`config.mk`:
```
export PLATFORM = sky130hd
export DESIGN_NAME = wsd_ram
export DESIGN_NICKNAME = d
export VERILOG_FILES = /design/src/rtl/core/wsd_ram.sv
export SDC_FILE = /design/constraint.sdc
export NUM_CORES = 2
export LEC_CHECK = 0
export BUFFER_PORTS_ARGS = -buffer_cell sky130_fd_sc_hd__buf_2
export CORE_MARGIN = 4
export CORE_UTILIZATION = 40
export CTS_CLUSTER_SIZE = 14
export DETAILED_ROUTE_END_ITERATION = 6
export HOLD_SLACK_MARGIN = 0.03
export PLACE_DENSITY = 0.61
export SYNTH_ARGS = -nofsm -noshare
export SYNTH_HDL_FRONTEND = slang
export SYNTH_SLANG_ARGS = --single-unit
```
`constraint.sdc`:
```
create_clock -name clk -period 19.43 [get_ports clk]
set_clock_uncertainty 0.2 [all_clocks]
set_input_delay 4.8575 -clock clk [delete_from_list [all_inputs] [get_ports clk]]
set_output_delay 4.8575 -clock clk [all_outputs]
set_load 0.005 [all_outputs]
```
`src/rtl/core/wsd_ram.sv`:
```
// ----------------------------------------------------------------------------
// wsd_ram
// Generic simple dual-port RAM, one write and one registered read port.
// ----------------------------------------------------------------------------
`default_nettype none

module wsd_ram #(
  parameter int WIDTH = 64,
  parameter int DEPTH = 64
) (
  input  wire logic                     clk,
  input  wire logic                     we,
  input  wire logic [$clog2(DEPTH)-1:0] waddr,
  input  wire logic [WIDTH-1:0]         wdata,
  input  wire logic                     re,
  input  wire logic [$clog2(DEPTH)-1:0] raddr,
  output logic      [WIDTH-1:0]         rdata
);

  logic [WIDTH-1:0] mem_r [DEPTH];
  logic [WIDTH-1:0] rdata_r;

  always_ff @(posedge clk) begin
    if (we) begin
      mem_r[waddr] <= wdata;
    end
    if (re) begin
      rdata_r <= mem_r[raddr];
    end
  end

  assign rdata = rdata_r;

endmodule

`default_nettype wire

```
* After elaboration in Yosys (flattened, before gate mapping) *
Memory sizes are Yosys's and may differ from the RTL's. A register that Yosys moved wholly into a read port is not among the register bits.
Index checks and enable logic that the tools add are counted.

word-level totals
  bits in registers = 0
  memories = 1
  output and inout bits = 64
  RAM bits = 4,096
  logic and storage cells = 3
  input bits = 79

memories
  name   depth  bits a word  read ports  clocked after memory_dff  wr ports  RTL line  text
  mem_r  64     64           1           1                         1         20        logic [WIDTH-1:0] mem_r [DEPTH];

operators by class
  muxes and demuxes = 2

operators with widths
  kind               number
  1-bit two-way mux  2

* Longest topological paths before layout *
  word-level depth = 2
  mapped depth = 9
  gate-level depth less buffers = 5

* Worst setup path after synthesis *
Ideal clock, no wire load.

  kind = input -> register
  start point = input port waddr[3]
  end point = memory mem_r[48][0] (enable)
  arrival time = 9.729 ns
  stages = 4
  setup slack = 8.937 ns
  library setup time = 0.564 ns
  path through = clkbuf_1 > nor2b_1 > nand4b_1 > nor3_1

RTL lines
  what                RTL line  text
  start: declaration  13        input wire logic [$clog2(DEPTH)-1:0] waddr,
  end: declaration    20

No word-level cell before the write port.

==> results.json <==
{
  "outcome": "finished, final reports clean",
  "timing.final.max_slew_violations": 0,
  "worst-slew-pin-transition_ns": 1.28,
  "rsz0062_at_grt": "false",
  "ant_nets": 0,
  "synthAdderAreaFrac_pct": 0,
  "synth.largest_area_cell": "edfxtp_1",
  "maxCapViolCount": 0,
  "ys_seq_area_share_pct": 79.6,
  "r2r_slack_ns": 16.83,
  "crit_type": "input pin to register",
  "first_pass_iters": 5,
  "floorplan.rows": 229,
  "placed_area_mm2": 0.165,
  "grt-ovfl-total": 0,
  "synth_cells": 6598,
  "place_ws_ns": 9.20,
  "synthTopCellsByArea": "edfxtp_1 (80%), mux4_2 (15%), mux2i_1 (0.86%)",
  "ys.warnings.count": 0,
  "cts_inserted_buffers": 417,
  "syn_to_final_growth_pct": 13.5,
  "ff_latch_area_mm2": 0.125,
  "r2r_start": "mem_r[13][26]$_DFFE_PP_",
  "cts.repair.resized": 0,
  "async_flop_share_pct": 0,
  "cp_top_family": "buffers and inverters",
  "io_pins": 143,
  "worstSetupStartpoint": "raddr[0]",
  "dp_hpwl_um": 230000,
  "dpl.cell_count": 11769,
  "fp.dieW_um": 634,
  "htreeDepth": 5,
  "synth_compound_area_share_pct": 2.47,
  "syn_area_per_cell_um2": 23.8,
  "synth_mux_area_share_pct": 15.6,
  "setup_violations": 0,
  "initial_core_util_pct": 40.3,
  "antenna_found_initial": 40,
  "crit_path_end_kind": "register",
  "die_h_um": 634,
  "critPathRequiredTime_ns": 19.87,
  "syn_area_mm2": 0.157,
  "cp_max_fo": 98,
  "num-fill-cells": 31899,
  "rr_worst_depth": 5,
  "fin_area_mm2": 0.178,
  "worstPathCellList": "buf_12 > buf_4 > buf_4 > buf_4 > mux4_2 > mux2i_1 > o22ai_1 > a41oi_1 > a211oi_1",
  "synth_top_family_by_area": "multiplexers",
  "cts_tree": "built",
  "crit_slowest_cell": "buf_4",
  "nets": 7070,
  "grt_pass1_wl_um": 625000,
  "fmaxAchievable_mhz": 110,
  "critPathCapture": "rdata[36]$_DFFE_PP_",
  "num_vias": 76565,
  "routabilityCongestion": 0.774,
  "synth_nets": 6677,
  "multiInputGateArea_mm2": 0.0308,
  "fin_crit_ns": 9.13,
  "holdCritPathClass": "register to register",
  "routed_wl_um": 451000,
  "reg2reg_to": "rdata[26]$_DFFE_PP_",
  "avgViaCountPerCell": 6.10,
  "insertion_delay_ns": 0.95,
  "crit_top_cell": "buf_4",
  "clockRootBuffer": "clkbuf_16",
  "synth_xor_area_share_pct": 0,
  "grt_max_degree": 136,
  "ys.flop_type": "edfxtp_1",
  "power.density_mw_per_mm2": 105,
  "grt_pass1_vias": 76402,
  "finalPower_mw": 18.7,
  "synth.top_cell.area_share_pct": 79.6,
  "dr.first_iter.drc_count": 10254,
  "layout_common_cells": "edfxtp_1 (4160), mux4_2 (1024), clkbuf_16 (426)",
  "postCtsHoldBufs": 0,
  "synth_enable_flop_cells": 4160,
  "drive_gt1_share_pct": 27.9,
  "hold_viol_final": 0,
  "final_cells": 12560,
  "vdd_ir_drop_max_uv": 83.6,
  "yosys.area_share.simple_pct": 1.23,
  "ys_types": 32,
  "slew_headroom_pct": 14.9,
  "grt_usage_pct": 22.2,
  "start_kind": "input pin",
  "layout.cells.most_common": "edfxtp_1",
  "setup-tns-final_ns": 0,
  "arrival_ns": 9.57,
  "finalCritPeriodShare_pct": 47.0,
  "cts.path.max_buffers": 4,
  "core_mm2": 0.390,
  "setup_ws_ns": 10.30,
  "path_buf_inv": 4,
  "critical_path_cell_count": 9,
  "cts_post_setup_buffers_inserted": 0,
  "drc": 0,
  "fp.dieArea_mm2": 0.403,
  "clk_pin_slew_worst_paths_ns": 0.06,
  "io_buffer_count": 142,
  "wire_per_inst_um": 35.9,
  "p_leak_nw": 54.8,
  "cpPeakStageDelay_ns": 0.90,
  "clock-sinks": 4160,
  "ys_ff_latch": 4160
}
==> final cells by class <==
class                   instances  share of cell area (%)
inverters                      19                  0.0400
flip-flops and latches       4160                    70.1
clock buffers                 516                    6.17
multi-input cells            2049                    17.3
diodes                         34                  0.0478
well taps                    5197                    3.65
clock inverters               241                    1.30
repair buffers                344                    1.36
==> power by group <==
group          internal [mW]  total, mW  leakage, nW  switching [mW]
Clock                   4.52       7.87         6.47            3.36
Sequential              9.96       10.0         37.5          0.0350
Combinational          0.300      0.829         10.9           0.530
==> worst reg2reg max path, cell delays in order, from the launching register on <==
cell and delay [ns]:
edfxtp_1 0.38, mux4_2 0.48, nor2b_1 0.14, a211oi_1 0.56, o22ai_1 0.37, and3_1 0.24
==> kinds of logic after synthesis <==
| group | after synthesis |
|---|---|
| AO/OA/AOI/OAI | 504 |
| flip-flops | 4160 |
| AND/OR/NAND/NOR | 386 |
| multiplexers | 1159 |
| buffers and inverters | 389 |
==> how the worst min path moves through the flow <==
stage          slack (ns)               startpoint  depth (start not counted)             endpoint
2_1_floorplan        0.66  mem_r[30][61]$_DFFE_PP_                          4  rdata[61]$_DFFE_PP_
3_3_place_gp         0.73  mem_r[39][30]$_DFFE_PP_                          4  rdata[30]$_DFFE_PP_
3_5_place_dp         0.73  mem_r[44][26]$_DFFE_PP_                          4  rdata[26]$_DFFE_PP_
4_1_cts              0.75  mem_r[44][26]$_DFFE_PP_                          4  rdata[26]$_DFFE_PP_
5_1_grt              0.79  mem_r[44][26]$_DFFE_PP_                          4  rdata[26]$_DFFE_PP_
6_report             0.74  mem_r[44][26]$_DFFE_PP_                          4  rdata[26]$_DFFE_PP_
==> cell usage after synthesis, types with 29 or more instances <==
library cell     n
a211oi_1        63
a22o_1          88
a22oi_1        168
and3_1          64
buf_2          170
buf_4           34
clkbuf_1       140
edfxtp_1      4160
mux2i_1        135
mux4_2        1024
nand2_1         58
nand3_1         45
nor2_1         112
o221ai_1        38
o22ai_1         83
or3_1           29
==> per-layer routing <==
metal  global-route usage [%]  routed length, um  up-vias
met5                        0                 72        -
li1                         -                  -    29383
met1                     30.6             173000    42207
met3                     3.73              41000      793
met2                     36.8             223000     4170
met4                     6.06              13900       12
==> through the flow <==
| stage | util (%) | hold slack [ns] |
|---|---|---|
| floorplan | - | 0.665 |
| global placement | 42.2 | 0.728 |
| detailed placement | 42.2 | 0.726 |
| CTS | 45.7 | 0.745 |
| global route | 45.7 | 0.790 |
| finish | 45.7 | 0.742 |
==> sequential cells by signal (all words and copies together), names as in the netlist <==
signal	flops
mem_r	4096
rdata	64
(Power assumes the default switching activity.)
